## src/context_rank_nibble_encoder_core_macros.svh

```systemverilog
// assertion macros shared by the encoder modules
`ifndef CONTEXT_RANK_NIBBLE_ENCODER_CORE_MACROS_SVH
`define CONTEXT_RANK_NIBBLE_ENCODER_CORE_MACROS_SVH

// checked on every clock edge outside reset
`define CRNE_ASSERT(lbl, prop, msg) \
  lbl: assert property (@(posedge clk) disable iff (!rst_n) prop) \
    else $error(msg);

// checked on every clock edge, reset included
`define CRNE_ASSERT_ALWAYS(lbl, prop, msg) \
  lbl: assert property (@(posedge clk) prop) \
    else $error(msg);

`endif

```

## src/crne_pkg.sv

```systemverilog
// shared types, code table and constants of the context rank nibble encoder
package crne_pkg;

  localparam int Q_DEPTH   = 4;
  localparam int OUT_DEPTH = 4;

  // one context: code state plus the rank permutation and its inverse
  typedef struct packed {
    logic [1:0]        code_state;
    logic [15:0][3:0]  s2r;
    logic [15:0][3:0]  r2s;
  } row_t;

  typedef struct packed {
    logic [7:0] out_byte;
    logic       last;
  } out_item_t;

  typedef struct packed {
    logic full;
    logic empty;
  } fifo_status_t;

  typedef enum logic [2:0] {
    ST_CLEAR,
    ST_IDLE,
    ST_HI_UPD,
    ST_LO_RD,
    ST_LO_UPD
  } back_state_t;

  // entry: [15:12] next code state, [11:8] code length, [7:0] code bits
  localparam logic [15:0] CODE_TAB [4][16] = '{
    '{16'h0100, 16'h0202, 16'h1306, 16'h140E, 16'h2778, 16'h2779, 16'h277A, 16'h277B,
      16'h38F8, 16'h38F9, 16'h38FA, 16'h38FB, 16'h38FC, 16'h38FD, 16'h38FE, 16'h38FF},
    '{16'h0200, 16'h0201, 16'h1304, 16'h1305, 16'h240C, 16'h240D, 16'h251C, 16'h251D,
      16'h363C, 16'h363D, 16'h38F8, 16'h38F9, 16'h38FA, 16'h38FB, 16'h38FC, 16'h38FD},
    '{16'h1300, 16'h1301, 16'h1302, 16'h1303, 16'h2408, 16'h2409, 16'h240A, 16'h240B,
      16'h3518, 16'h3519, 16'h351A, 16'h351B, 16'h351C, 16'h351D, 16'h351E, 16'h351F},
    '{16'h2400, 16'h2401, 16'h2402, 16'h2403, 16'h2404, 16'h2405, 16'h2406, 16'h2407,
      16'h3408, 16'h3409, 16'h340A, 16'h340B, 16'h340C, 16'h340D, 16'h340E, 16'h340F}
  };

  localparam logic [1:0] CODE_STATE_RESET = 2'd3;

  function automatic row_t row_reset();
    row_t r;
    r.code_state = CODE_STATE_RESET;
    for (int i = 0; i < 16; i++) begin
      r.s2r[i] = 4'(i);
      r.r2s[i] = 4'(i);
    end
    return r;
  endfunction

endpackage

```

## src/crne_front.sv

```systemverilog
// front end: takes input beats and works out the two context indexes per byte
module crne_front #(
  parameter int NUM_CONTEXTS = 256,
  localparam int CW    = $clog2(NUM_CONTEXTS),
  localparam int ITEMW = 8 + 2 * CW
) (
  input  logic                   clk,
  input  logic                   rst_n,
  input  logic                   in_valid,
  output logic                   in_stall,
  input  logic [7:0]             in_byte_in,
  input  logic                   clearing,
  input  crne_pkg::fifo_status_t q_stat,
  output logic                   q_push,
  output logic [ITEMW-1:0]       q_data
);

  // context number of every possible nibble pair, reduced modulo the context count
  function automatic logic [255:0][CW-1:0] build_ctx_mod();
    logic [255:0][CW-1:0] t;
    for (int i = 0; i < 256; i++) begin
      t[i] = CW'(i % NUM_CONTEXTS);
    end
    return t;
  endfunction

  localparam logic [255:0][CW-1:0] CTX_MOD = build_ctx_mod();

  logic             accept;
  logic             fr_valid_r, fr_valid_nxt;
  logic [ITEMW-1:0] fr_data_r, fr_data_nxt;
  logic [7:0]       prev_byte_r, prev_byte_nxt;
  logic [7:0]       lo_pair;

  assign in_stall = clearing || (fr_valid_r && q_stat.full);
  assign accept   = in_valid && !in_stall;
  assign q_push   = fr_valid_r && !q_stat.full;
  assign q_data   = fr_data_r;

  // low nibble is coded after the high nibble of the same byte
  assign lo_pair = {prev_byte_r[3:0], in_byte_in[7:4]};

  always_comb begin
    fr_valid_nxt  = fr_valid_r && !q_push;
    fr_data_nxt   = fr_data_r;
    prev_byte_nxt = prev_byte_r;
    if (accept) begin
      fr_valid_nxt  = 1'b1;
      fr_data_nxt   = {in_byte_in, CTX_MOD[prev_byte_r], CTX_MOD[lo_pair]};
      prev_byte_nxt = in_byte_in;
    end
  end

  always_ff @(posedge clk) begin
    if (!rst_n) begin
      fr_valid_r  <= 1'b0;
      prev_byte_r <= 8'h00;
    end else begin
      fr_valid_r  <= fr_valid_nxt;
      prev_byte_r <= prev_byte_nxt;
    end
  end

  always_ff @(posedge clk) begin
    fr_data_r <= fr_data_nxt;
  end

endmodule

```

## config.mk

```make
export PLATFORM = sky130hd
export DESIGN_NAME = crne_front
export DESIGN_NICKNAME = d
export VERILOG_FILES = /design/src/context_rank_nibble_encoder_core_macros.svh /design/src/crne_pkg.sv /design/src/crne_front.sv
export SDC_FILE = /design/constraint.sdc
export NUM_CORES = 1
export LEC_CHECK = 0
export ABC_AREA = 1
export BUFFER_PORTS_ARGS = -buffer_cell sky130_fd_sc_hd__buf_2
export CAP_MARGIN = 20
export CORE_MARGIN = 2
export CORE_UTILIZATION = 47
export CTS_CLUSTER_SIZE = 16
export DETAILED_ROUTE_END_ITERATION = 8
export PLACE_DENSITY = 0.89
export SETUP_SLACK_MARGIN = 0.5
export SLEW_MARGIN = 20
export SYNTH_ARGS = -nofsm -noshare
export SYNTH_HDL_FRONTEND = slang
export SYNTH_SLANG_ARGS = --single-unit
```

## constraint.sdc

```tcl
create_clock -name clk -period 1.8 [get_ports clk]
set_clock_uncertainty 0.1 [all_clocks]
set_input_delay 0.18 -clock clk [delete_from_list [all_inputs] [get_ports clk]]
set_output_delay 0.18 -clock clk [all_outputs]
set_load 0.01 [all_outputs]
```

==> impl_metrics.env <==
export IMPL_power_density_nw_per_um2=786
export IMPL_layout_cells_most_common="buf_2"
export IMPL_grt_busiest_layer="met2"
export IMPL_setup_viol=0
export IMPL_fin_nets=164
export IMPL_rr_startpoint="fr_valid_r"
export IMPL_hold_path_class="in2reg"
export IMPL_hpwl_mm=1.36
export IMPL_grt_use_total=0.163
export IMPL_crit_required_ns=1.52
export IMPL_dieArea_sq_um=2590
export IMPL_yosysWarnings=0
export IMPL_reg2reg_depth=4
export IMPL_vias_per_cell=4.65
export IMPL_syn_nets=116
export IMPL_critPathLaunchType="register"
export IMPL_ios=40
export IMPL_insertion_delay_ns=0.33
export IMPL_met1_usage=0.157
export IMPL_rsz0062_at_grt="no"
export IMPL_r2r_end="q_data[19]"
export IMPL_tns_ns=0
export IMPL_worstHoldPathCells=3
export IMPL_power_leakage_nw=0.688
export IMPL_finalWirelength_mm=2.13
export IMPL_yosys_area_top_type_share=0.465
export IMPL_grt_antenna_before_repair=0
export IMPL_fin_crit_sh=0.703
export IMPL_firstDrtPassIters=4
export IMPL_syn_area_sq_um=1030
export IMPL_holdWs_ns=0.0323
export IMPL_status="finished, final reports clean"
export IMPL_crit_type="reg2out"
export IMPL_die_w_um=50.9
export IMPL_cts_root_buf="clkbuf_4"
export IMPL_grt_pass1_vias=680
export IMPL_crit_start="fr_valid_r"
export IMPL_drive_gt1_frac=0.376
export IMPL_final_util=0.667
export IMPL_cts_tree="yes"
export IMPL_hold_viol_final=0
export IMPL_worst_slew_pin_slew_ns=0.204
export IMPL_dr_total_vias=819
export IMPL_synth_top_area_cell="edfxtp_1"
export IMPL_vdd_drop_max_uv=450
export IMPL_h_tree_depth=1
export IMPL_end_kind="output pin"
export IMPL_yosysUniqueCellTypes=13
export IMPL_synth_area_leaders="edfxtp_1 (46%), dfxtp_1 (17%), inv_1 (9.8%)"
export IMPL_yosysSeqAreaShare=0.639
export IMPL_gp_congestion=0.759
export IMPL_cts_buffers_inserted=3
export IMPL_diodes=0
export IMPL_syn_area_per_cell_sq_um=10.1
export IMPL_cp_max_fo=8
export IMPL_grt_pass1_wl_mm=2.93
export IMPL_drv_cap=0
export IMPL_clock_sinks=25
export IMPL_die_y_um=50.9
export IMPL_cp_arrival_ns=0.99
export IMPL_use_met3=0.0263
export IMPL_dp_cells=156
export IMPL_cts_max_path_buffers=2
export IMPL_r2r_slack_ns=0.57
export IMPL_wl_per_cell_um=12.1
export IMPL_antenna_left=0
export IMPL_slew_violations=0
export IMPL_grt_max_degree=15
export IMPL_portBuffers=38
export IMPL_crit_path_end="in_stall"
export IMPL_initial_core_util=0.511
export IMPL_grt_ovfl_total=0
export IMPL_ys_seq_elements=25
export IMPL_drc=0
export IMPL_path_clk_slew_ns=0.12
export IMPL_netlist_instances=102
export IMPL_relSlewSlack=0.864
export IMPL_drt_iter0_drc=13
export IMPL_final_cell_mix="buf_2 (38), inv_1 (26), nand2_1 (19)"
export IMPL_fin_crit_ns=1.27
export IMPL_final_cells=176
export IMPL_use_met2=0.314
export IMPL_rows=16
export IMPL_core_area_sq_um=2020
export IMPL_fmax_mhz=790
export IMPL_syn_to_final_growth_pct=30.5
## power by group
| group | switching [mW] | internal, mW | total [mW] |
|---|---|---|---|
| Clock | 0.166 | 0.0834 | 0.250 |
| Combinational | 0.0851 | 0.0681 | 0.153 |
| Sequential | 0.0127 | 0.644 | 0.657 |
| Total | 0.264 | 0.796 | 1.06 |
## per-stage QoR
| stage | cell area [sq um] | total power [mW] | setup WS (ns) |
|---|---|---|---|
| floorplan | 1040 | 0.754 | 0.621 |
| global placement | 1170 | 0.785 | 0.421 |
| detailed placement | 1170 | 0.794 | 0.353 |
| CTS | 1300 | 1.05 | 0.505 |
| global route | 1350 | 1.11 | 0.489 |
| finish | 1350 | 1.06 | 0.534 |
## layout make-up
cell class,count,area (sq um)
clock buffer,3,22.5
sequential,25,662
multi-input combinational,38,186
tap,27,33.8
clock inverter,1,5.00
inverter,28,109
fill,141,673
timing repair buffer,54,330
## cell usage after synthesis
cell	instances
edfxtp_1	16
nand3_4	1
nor2_2	1
inv_2	1
buf_6	2
nor2_1	8
buf_1	1
inv_1	27
nand4_1	8
nand2_1	19
nand2_2	1
dfxtp_1	9
buf_4	8
## repair_timing
action,4_1_cts,5_1_grt
pin swaps,0,1
buffers inserted,2,6
hold endpoints to repair,8,0
gates resized for setup,2,0
hold buffers,8,0
endpoints found under the setup margin,17,13
## registers in the layout (all words and copies together) (netlist names)
signal       cells
q_data          16
fr_valid_r       1
prev_byte_r      8
## how the worst min path moves through the flow
stage | startpoint | end | slack (ns)
6_report | rst_n | fr_valid_r | 0.03
5_1_grt | rst_n | fr_valid_r | 0.03
4_1_cts | rst_n | fr_valid_r | 0.03
3_5_place_dp | in_byte_in[6] | q_data[2] | 0.27
3_3_place_gp | in_byte_in[0] | q_data[16] | 0.27
2_1_floorplan | in_byte_in[4] | q_data[0] | 0.18
## kinds of logic (layout without fill, tap and decap cells)
group                  Yosys count  count (layout)  synth area share
AND/OR/NAND/NOR                 38              38             0.176
flip-flops                      25              25             0.639
buffers and inverters           39              86             0.185
## worst max-delay path, stage by stage, from the launching register on
cell     delay [ns]
dfxtp_2        0.36
nand2_4        0.12
nand2_1        0.06
buf_2          0.14
## per-layer routing
metal / up-vias / wire length, um
li1: 395 / -
met1: 393 / 768
met2: 24 / 1210
met3: 7 / 73
met4: 0 / 77
met5: - / 0
Power figures use the tool's default switching activity.
