$ cat src/context_rank_nibble_encoder_core_macros.svh
// assertion macros shared by the encoder modules
`ifndef CONTEXT_RANK_NIBBLE_ENCODER_CORE_MACROS_SVH
`define CONTEXT_RANK_NIBBLE_ENCODER_CORE_MACROS_SVH

// checked on every clock edge outside reset
`define CRNE_ASSERT(lbl, prop, msg) \
  lbl: assert property (@(posedge clk) disable iff (!rst_n) prop) \
    else $error(msg);

// checked on every clock edge, reset included
`define CRNE_ASSERT_ALWAYS(lbl, prop, msg) \
  lbl: assert property (@(posedge clk) prop) \
    else $error(msg);

`endif

$ cat src/crne_pkg.sv
// shared types, code table and constants of the context rank nibble encoder
package crne_pkg;

  localparam int Q_DEPTH   = 4;
  localparam int OUT_DEPTH = 4;

  // one context: code state plus the rank permutation and its inverse
  typedef struct packed {
    logic [1:0]        code_state;
    logic [15:0][3:0]  s2r;
    logic [15:0][3:0]  r2s;
  } row_t;

  typedef struct packed {
    logic [7:0] out_byte;
    logic       last;
  } out_item_t;

  typedef struct packed {
    logic full;
    logic empty;
  } fifo_status_t;

  typedef enum logic [2:0] {
    ST_CLEAR,
    ST_IDLE,
    ST_HI_UPD,
    ST_LO_RD,
    ST_LO_UPD
  } back_state_t;

  // entry: [15:12] next code state, [11:8] code length, [7:0] code bits
  localparam logic [15:0] CODE_TAB [4][16] = '{
    '{16'h0100, 16'h0202, 16'h1306, 16'h140E, 16'h2778, 16'h2779, 16'h277A, 16'h277B,
      16'h38F8, 16'h38F9, 16'h38FA, 16'h38FB, 16'h38FC, 16'h38FD, 16'h38FE, 16'h38FF},
    '{16'h0200, 16'h0201, 16'h1304, 16'h1305, 16'h240C, 16'h240D, 16'h251C, 16'h251D,
      16'h363C, 16'h363D, 16'h38F8, 16'h38F9, 16'h38FA, 16'h38FB, 16'h38FC, 16'h38FD},
    '{16'h1300, 16'h1301, 16'h1302, 16'h1303, 16'h2408, 16'h2409, 16'h240A, 16'h240B,
      16'h3518, 16'h3519, 16'h351A, 16'h351B, 16'h351C, 16'h351D, 16'h351E, 16'h351F},
    '{16'h2400, 16'h2401, 16'h2402, 16'h2403, 16'h2404, 16'h2405, 16'h2406, 16'h2407,
      16'h3408, 16'h3409, 16'h340A, 16'h340B, 16'h340C, 16'h340D, 16'h340E, 16'h340F}
  };

  localparam logic [1:0] CODE_STATE_RESET = 2'd3;

  function automatic row_t row_reset();
    row_t r;
    r.code_state = CODE_STATE_RESET;
    for (int i = 0; i < 16; i++) begin
      r.s2r[i] = 4'(i);
      r.r2s[i] = 4'(i);
    end
    return r;
  endfunction

endpackage

$ cat src/crne_fifo.sv
// small first-in first-out queue built from registers
`include "context_rank_nibble_encoder_core_macros.svh"

module crne_fifo #(
  parameter int WIDTH = 8,
  parameter int DEPTH = 4,
  localparam int PTRW = (DEPTH > 1) ? $clog2(DEPTH) : 1,
  localparam int CNTW = $clog2(DEPTH + 1)
) (
  input  logic                  clk,
  input  logic                  rst_n,
  input  logic                  push,
  input  logic [WIDTH-1:0]      push_data,
  input  logic                  pop,
  output logic [WIDTH-1:0]      pop_data,
  output crne_pkg::fifo_status_t stat,
  output logic [CNTW-1:0]       count
);

  logic [WIDTH-1:0] mem_r [DEPTH];
  logic [PTRW-1:0]  wr_ptr_r, wr_ptr_nxt;
  logic [PTRW-1:0]  rd_ptr_r, rd_ptr_nxt;
  logic [CNTW-1:0]  cnt_r, cnt_nxt;

  always_comb begin
    wr_ptr_nxt = wr_ptr_r;
    rd_ptr_nxt = rd_ptr_r;
    cnt_nxt    = cnt_r;
    if (push) begin
      wr_ptr_nxt = (wr_ptr_r == PTRW'(DEPTH - 1)) ? '0 : wr_ptr_r + 1'b1;
    end
    if (pop) begin
      rd_ptr_nxt = (rd_ptr_r == PTRW'(DEPTH - 1)) ? '0 : rd_ptr_r + 1'b1;
    end
    if (push && !pop) begin
      cnt_nxt = cnt_r + 1'b1;
    end else if (pop && !push) begin
      cnt_nxt = cnt_r - 1'b1;
    end
  end

  always_ff @(posedge clk) begin
    if (!rst_n) begin
      wr_ptr_r <= '0;
      rd_ptr_r <= '0;
      cnt_r    <= '0;
    end else begin
      wr_ptr_r <= wr_ptr_nxt;
      rd_ptr_r <= rd_ptr_nxt;
      cnt_r    <= cnt_nxt;
    end
  end

  always_ff @(posedge clk) begin
    if (push) begin
      mem_r[wr_ptr_r] <= push_data;
    end
  end

  assign pop_data   = mem_r[rd_ptr_r];
  assign stat.full  = (cnt_r == CNTW'(DEPTH));
  assign stat.empty = (cnt_r == '0);
  assign count      = cnt_r;

  `CRNE_ASSERT(a_no_overflow, push |-> !stat.full || pop, "push into full queue")
  `CRNE_ASSERT_ALWAYS(a_no_underflow, pop |-> !stat.empty, "pop from empty queue")
  `CRNE_ASSERT(a_count_up, push && !pop |=> cnt_r == $past(cnt_r) + 1'b1, "count lost a push")

endmodule

$ cat config.mk
export PLATFORM = sky130hd
export DESIGN_NAME = crne_fifo
export DESIGN_NICKNAME = d
export VERILOG_FILES = /design/src/crne_pkg.sv /design/src/crne_fifo.sv
export VERILOG_INCLUDE_DIRS = /design/src /design/src/src
export SDC_FILE = /design/constraint.sdc
export NUM_CORES = 1
export LEC_CHECK = 0
export BUFFER_PORTS_ARGS = -buffer_cell sky130_fd_sc_hd__buf_2
export CORE_ASPECT_RATIO = 1.25
export CORE_MARGIN = 3
export CORE_UTILIZATION = 52
export CTS_BUF_LIST = sky130_fd_sc_hd__clkbuf_8
export CTS_CLUSTER_SIZE = 24
export DETAILED_ROUTE_END_ITERATION = 16
export GPL_TIMING_DRIVEN = 1
export HOLD_SLACK_MARGIN = 0.03
export PLACE_DENSITY = 0.75
export SLEW_MARGIN = 10
export SYNTH_ARGS = -nofsm -noshare
export SYNTH_HDL_FRONTEND = slang
export SYNTH_SLANG_ARGS = --single-unit
$ cat constraint.sdc
create_clock -name clk -period 1.35 [get_ports clk]
set_input_delay 0.0675 -clock clk [delete_from_list [all_inputs] [get_ports clk]]
set_output_delay 0.0675 -clock clk [all_outputs]
set_load 0.02 [all_outputs]
==> impl_metrics.env, run 1 <==
export IMPL_yosysUniqueCellTypes=20
export IMPL_dieHeight_um=68.3
export IMPL_power_leakage_nw=0.824
export IMPL_power_internal_mw=2.05
export IMPL_end_kind="output pin"
export IMPL_wirelength_um=2690
export IMPL_die_width_um=55.9
export IMPL_clockBufferDepth=2
export IMPL_drt_iter0_markers=24
export IMPL_antenna_found_initial=0
export IMPL_syn2layout_area_growth_pct=32.4
export IMPL_synthesis_area_um2=1620
export IMPL_portBuffers=24
export IMPL_finClkSkew_ns=0.00903
export IMPL_syn_area_per_cell_um2=18.8
export IMPL_grt_pass1_wl_um=4310
export IMPL_root_buffer="clkbuf_8"
export IMPL_ys_async_sr_fraction_pct=0
export IMPL_synth_top_area_share_pct=59.5
export IMPL_ant_nets=0
export IMPL_p_clk_share_pct=26.6
export IMPL_p_seq_share_pct=54.5
export IMPL_avgRoutedWirePerCell_um=15.6
export IMPL_drc=0
export IMPL_drv_slew=0
export IMPL_min_period_ns=1.52
export IMPL_combPwrFrac_pct=18.9
export IMPL_fmax_mhz=658
export IMPL_power_mw=2.71
export IMPL_synth_ff_type="edfxtp_1"
export IMPL_clkTransAtPathRegs_ns=0.07
export IMPL_final_hold_viol_count=0
export IMPL_use_met2_pct=30.6
export IMPL_rsz0062_at_grt="yes"
export IMPL_hold_ws_ns=0.0806
export IMPL_drive_gt1_share_pct=39.0
export IMPL_max_cap_viol_count=0
export IMPL_hold_class="in -> reg"
export IMPL_synth_seq_area_share_pct=70.6
export IMPL_num_nets_final=154
export IMPL_setup_ws_ns=-0.169
export IMPL_firstDrtPassIters=4
export IMPL_period_share_pct=112
export IMPL_met3_usage_pct=5.09
export IMPL_antenna_cells=0
export IMPL_netlist_top_cells_count="edfxtp_1 (32), dfxtp_1 (9), mux4_2 (8), ha_1 (6)"
export IMPL_htreeDepth=2
export IMPL_yosysMostFrequentCell="edfxtp_1"
export IMPL_tns_ns=-1.25
export IMPL_crit_path_max_fanout=8
export IMPL_fillers=191
export IMPL_grt_total_usage_pct=16.2
export IMPL_cts_buffers=5
export IMPL_cp_data_required_time_ns=1.28
export IMPL_rows=22
export IMPL_violations="negative setup slack"
export IMPL_grt_ovfl_total=0
export IMPL_critPathKind="reg -> out"
export IMPL_clk_latency_ns=0.29
export IMPL_design_area_um2=2140
export IMPL_via_count=879
export IMPL_core_area_um2=2950
export IMPL_grt_max_degree=13
export IMPL_synth_cells=86
export IMPL_dpl_hpwl_um=1870
export IMPL_clock_sinks=41
export IMPL_synth_seq_cells=41
export IMPL_crit_arrival_ns=1.45
export IMPL_peakVddDrop_mv=0.948
export IMPL_switchingPower_mw=0.655
export IMPL_tightest_slew_ns=0.185
export IMPL_pre_cts_slack_ns=-0.185
export IMPL_critPathLaunchType="flip-flop"
export IMPL_use_met1_pct=16.2
export IMPL_grt_pass1_vias=922
export IMPL_power_density_nw_per_um2=1270
export IMPL_ys_warn_count=0
export IMPL_start_util_pct=54.8
export IMPL_slew_headroom_pct=87.7
export IMPL_routed_via_density=5.11
export IMPL_ios=25
export IMPL_yosys_area_top_type="edfxtp_1"
export IMPL_synth_area_leaders="edfxtp_1 (59%), dfxtp_1 (11%), mux4_2 (11%)"
export IMPL_switching_share_pct=24.2
export IMPL_grt_busiest_layer="met2"
export IMPL_synth_edf_count=32
export IMPL_gp_congestion=0.710
export IMPL_placed_area_um2=1910
export IMPL_synth_nets=105
export IMPL_die_area_um2=3820
export IMPL_cts_tree="built"
export IMPL_setup_violations=9
export IMPL_status="finished with violations"
## layout by cell type, fill, tap and decap left out, types with 6 or more instances in the layout
cell and n:
inv_1 6, ha_1 6, mux4_2 8, buf_6 8, buf_4 7, dlygate4sd3_1 8
edfxtp_1 32, buf_2 16, dfxtp_1 6
## routing by layer
metal | routed length, um | part of all wire, %
met3 | 134 | 5.0
met4 | 53 | 2.0
met5 | 0 | 0
met2 | 1540 | 57
met1 | 965 | 36
## layout make-up
type / instances / area, um2 / area share (%)
multi-input cells: 39 / 445 / 20.8
clock inverters: 3 / 11.3 / 0.527
clock buffers: 5 / 68.8 / 3.22
repair buffers: 44 / 403 / 18.8
inverters: 4 / 15.0 / 0.702
well taps: 36 / 45.0 / 2.11
flip-flops and latches: 41 / 1150 / 53.8
## worst max-delay path: stages (launching register included)
cell	delay, ns
dfxtp_2	0.36
buf_12	0.14
mux4_2	0.52
buf_6	0.15
## registers in the layout (all words and copies together), names as in the netlist, named ones only
signal / cells
mem_r: 32
rd_ptr_r: 2
count: 3
wr_ptr_r: 2
## final timing paths
kind | cells after the start | start | slack, ns | to
worst min-delay path | 2 | rst_n | 0.08 | count[1]
worst max-delay path | 3 | flip-flop | -0.17 | pop_data[2]
worst min register to register | 2 | count[2] | 0.52 | count[2]
worst max register to register | 4 | count[0] | -0.02 | count[2]
## per-stage QoR
step / utilization [%] / instances
3_5_place_dp: 64.8 / 154
2_1_floorplan: - / 86
5_1_grt: 72.6 / 172
6_report: 72.6 / 172
4_1_cts: 72.6 / 172
3_3_place_gp: 64.8 / 154
## power groups by stage
stage	Sequential [mW]	Clock (mW)	Combinational [mW]
floorplan	1.52	0	0.240
global placement	1.50	0	0.412
detailed placement	1.51	0	0.431
CTS	1.48	0.740	0.522
global route	1.48	0.798	0.557
finish	1.48	0.721	0.513
## cell families after synthesis
| logic type | count (synthesis) | share of synthesized area, % |
|---|---|---|
| xor gates and xnor gates | 2 | 1.08 |
| and+or+nand+nor | 15 | 5.58 |
| AOI/OAI and AO/OA | 3 | 1.24 |
| buffers and inverters | 6 | 1.94 |
| DFF | 41 | 70.6 |
| adders and majority gates | 7 | 5.89 |
| muxes | 12 | 13.6 |
## timing repair
item	4_1_cts	5_1_grt
buffers inserted	2	0
endpoints found under the hold margin	32	0
resized for setup	18	0
hold buffers	8	0
setup endpoints to repair	9	9
pin swaps	2	0
No activity file was read; power rests on OpenSTA's default activity.
==> inputs of run 2 (changes only) <==
--- a/config.mk
+++ b/config.mk
@@ -10,13 +10,13 @@
 export CORE_ASPECT_RATIO = 1.25
 export CORE_MARGIN = 3
 export CORE_UTILIZATION = 52
-export CTS_BUF_LIST = sky130_fd_sc_hd__clkbuf_8
+export CTS_BUF_LIST = sky130_fd_sc_hd__clkbuf_4 sky130_fd_sc_hd__clkbuf_8
 export CTS_CLUSTER_SIZE = 24
 export DETAILED_ROUTE_END_ITERATION = 16
 export GPL_TIMING_DRIVEN = 1
 export HOLD_SLACK_MARGIN = 0.03
 export PLACE_DENSITY = 0.75
-export SLEW_MARGIN = 10
+export SLEW_MARGIN = 20
 export SYNTH_ARGS = -nofsm -noshare
 export SYNTH_HDL_FRONTEND = slang
 export SYNTH_SLANG_ARGS = --single-unit
==> run 2 against run 1 <==
Net effect: wire length increased by 0.11%; maximum frequency decreased by 4.9%; worst setup slack got worse by 0.078 ns; critical endpoint unchanged; via count increased by 0.80%; register-to-register slack about the same; clock-buffer cell count increased by 2; the run still ends with negative setup slack left; cell area decreased by 0.18%; die area unchanged.
==> impl_metrics.env, run 2 (synthesized netlist as in run 1, its figures left out) <==
export IMPL_power_density_nw_per_um2=1220
export IMPL_rows=22
export IMPL_syn2layout_area_growth_pct=32.1
export IMPL_clockBufferDepth=2
export IMPL_dieHeight_um=68.3
export IMPL_ant_nets=0
export IMPL_grt_ovfl_total=0
export IMPL_final_cell_mix="edfxtp_1 (32), buf_2 (16), dlygate4sd3_1 (9)"
export IMPL_status="finished with violations"
export IMPL_portBuffers=24
export IMPL_htreeDepth=2
export IMPL_avgRoutedWirePerCell_um=15.6
export IMPL_tightest_slew_ns=0.146
export IMPL_peakVddDrop_mv=0.840
export IMPL_grt_pass1_wl_um=4350
export IMPL_die_width_um=55.9
export IMPL_antenna_cells=0
export IMPL_whs_path_depth=4
export IMPL_tns_ns=-1.86
export IMPL_num_nets_final=155
export IMPL_period_share_pct=118
export IMPL_hold_class="in -> reg"
export IMPL_antenna_found_initial=0
export IMPL_wirelength_um=2690
export IMPL_ios=25
export IMPL_cp_data_required_time_ns=1.28
export IMPL_clk_latency_ns=0.35
export IMPL_start_util_pct=54.8
export IMPL_cp_num_buf_inv=2
export IMPL_power_leakage_nw=0.818
export IMPL_drt_iter0_markers=19
export IMPL_hp_start="push"
export IMPL_crit_arrival_ns=1.53
export IMPL_drc=0
export IMPL_dpl_hpwl_um=1870
export IMPL_setup_ws_ns=-0.247
export IMPL_grt_total_usage_pct=16.4
export IMPL_gp_congestion=0.710
export IMPL_clock_sinks=41
export IMPL_cts_buffers=5
export IMPL_rr_endpoint="count[2]"
export IMPL_r2r_start="count[0]"
export IMPL_min_period_ns=1.60
export IMPL_whs_endpoint="wr_ptr_r[1]"
export IMPL_max_cap_viol_count=0
export IMPL_final_common_cell="edfxtp_1"
export IMPL_cts_tree="built"
export IMPL_clkTransAtPathRegs_ns=0.11
export IMPL_path_cells="buf_12 > mux4_2 > buf_6"
export IMPL_drv_slew=0
export IMPL_final_hold_viol_count=0
export IMPL_grt_max_degree=13
export IMPL_finClkSkew_ns=0.0120
export IMPL_slowest_delay_ns=0.52
export IMPL_pre_cts_slack_ns=-0.185
export IMPL_end_kind="output pin"
export IMPL_regMostFlops="mem_r"
export IMPL_root_buffer="clkbuf_4"
export IMPL_rsz0062_at_grt="yes"
export IMPL_ff2ff_path_depth=4
export IMPL_path_delay_family="multiplexers"
export IMPL_grt_pass1_vias=959
export IMPL_crit_path_max_fanout=8
export IMPL_die_area_um2=3820
export IMPL_drive_gt1_share_pct=41.6
export IMPL_largest_reg_flops=32
export IMPL_setup_violations=9
export IMPL_routed_via_density=5.12
export IMPL_violations="negative setup slack"
export IMPL_fmax_mhz=626
export IMPL_critPathKind="reg -> out"
export IMPL_power_mw=2.60
export IMPL_firstDrtPassIters=4
export IMPL_r2r_slack_ns=-0.01
export IMPL_cp_depth=3
export IMPL_slew_headroom_pct=90.0
export IMPL_hold_ws_ns=0.156
export IMPL_via_count=886
export IMPL_critPathLaunchType="flip-flop"
export IMPL_cp_slowest_cell="mux4_2"
export IMPL_core_area_um2=2950
export IMPL_final_util_pct=72.5
==> run 2: changes by cell type in the layout (fill, tap and decap cells not counted) <==
cell,before,now
nor3b_2,0,1
nor3_2,0,1
nor3b_1,1,0
inv_1,6,4
nor3_1,2,1
clkbuf_4,0,7
dlygate4sd3_1,8,9
clkbuf_8,5,0
==> run 2: how the worst max path moves through the flow <==
stage	slack [ns]	startpoint	to
floorplan	0.001	pop	count[2]
global placement	-0.12	pop	count[2]
detailed placement	-0.18	pop	count[2]
CTS	-0.27	flip-flop	pop_data[3]
global route	-0.30	flip-flop	pop_data[2]
finish	-0.25	flip-flop	pop_data[2]
==> run 2: repair_timing <==
item,in CTS,in global routing
pin swaps,2,0
endpoints found under the setup margin,9,11
resized for setup,18,2
setup buffers,2,0
hold buffers,9,0
hold endpoints to repair,39,0
==> run 2: where the power goes <==
group          switching [mW]  internal, mW
clock                   0.362         0.241
sequential             0.0365          1.44
combinational           0.246         0.274
total                   0.645          1.95
==> run 2: layout make-up <==
class	instances	area (um2)
Multi-Input combinational cell	39	455
Fill cell	192	811
Tap cell	36	45.0
Sequential cell	41	1150
Clock buffer	7	52.6
Clock inverter	1	3.75
Inverter	4	15.0
Timing Repair Buffer	45	413
==> run 2: routing by layer <==
layer	up-vias	global-route usage (%)	wire, um
met2	28	30.3	1480
met4	0	11.6	67
met1	424	16.4	998
met3	6	3.96	142
li1	428	-	-
met5	-	0	0
==> run 2: through the flow <==
stage / std cells / cell area [um2]
after floorplan: 86 / 1620
after global placement: 154 / 1910
after detailed placement: 154 / 1910
after CTS: 173 / 2120
after global routing: 173 / 2130
final: 173 / 2130
==> run 2: worst reg2reg max path, delay by kind of cell, from the launching register on <==
family                     cells  cell delay [ns]
adders and majority gates      1             0.36
and+or+nand+nor                1             0.31
AOI/OAI and AO/OA              1             0.12
DFF                            1             0.37
xor gates and xnor gates       1             0.15
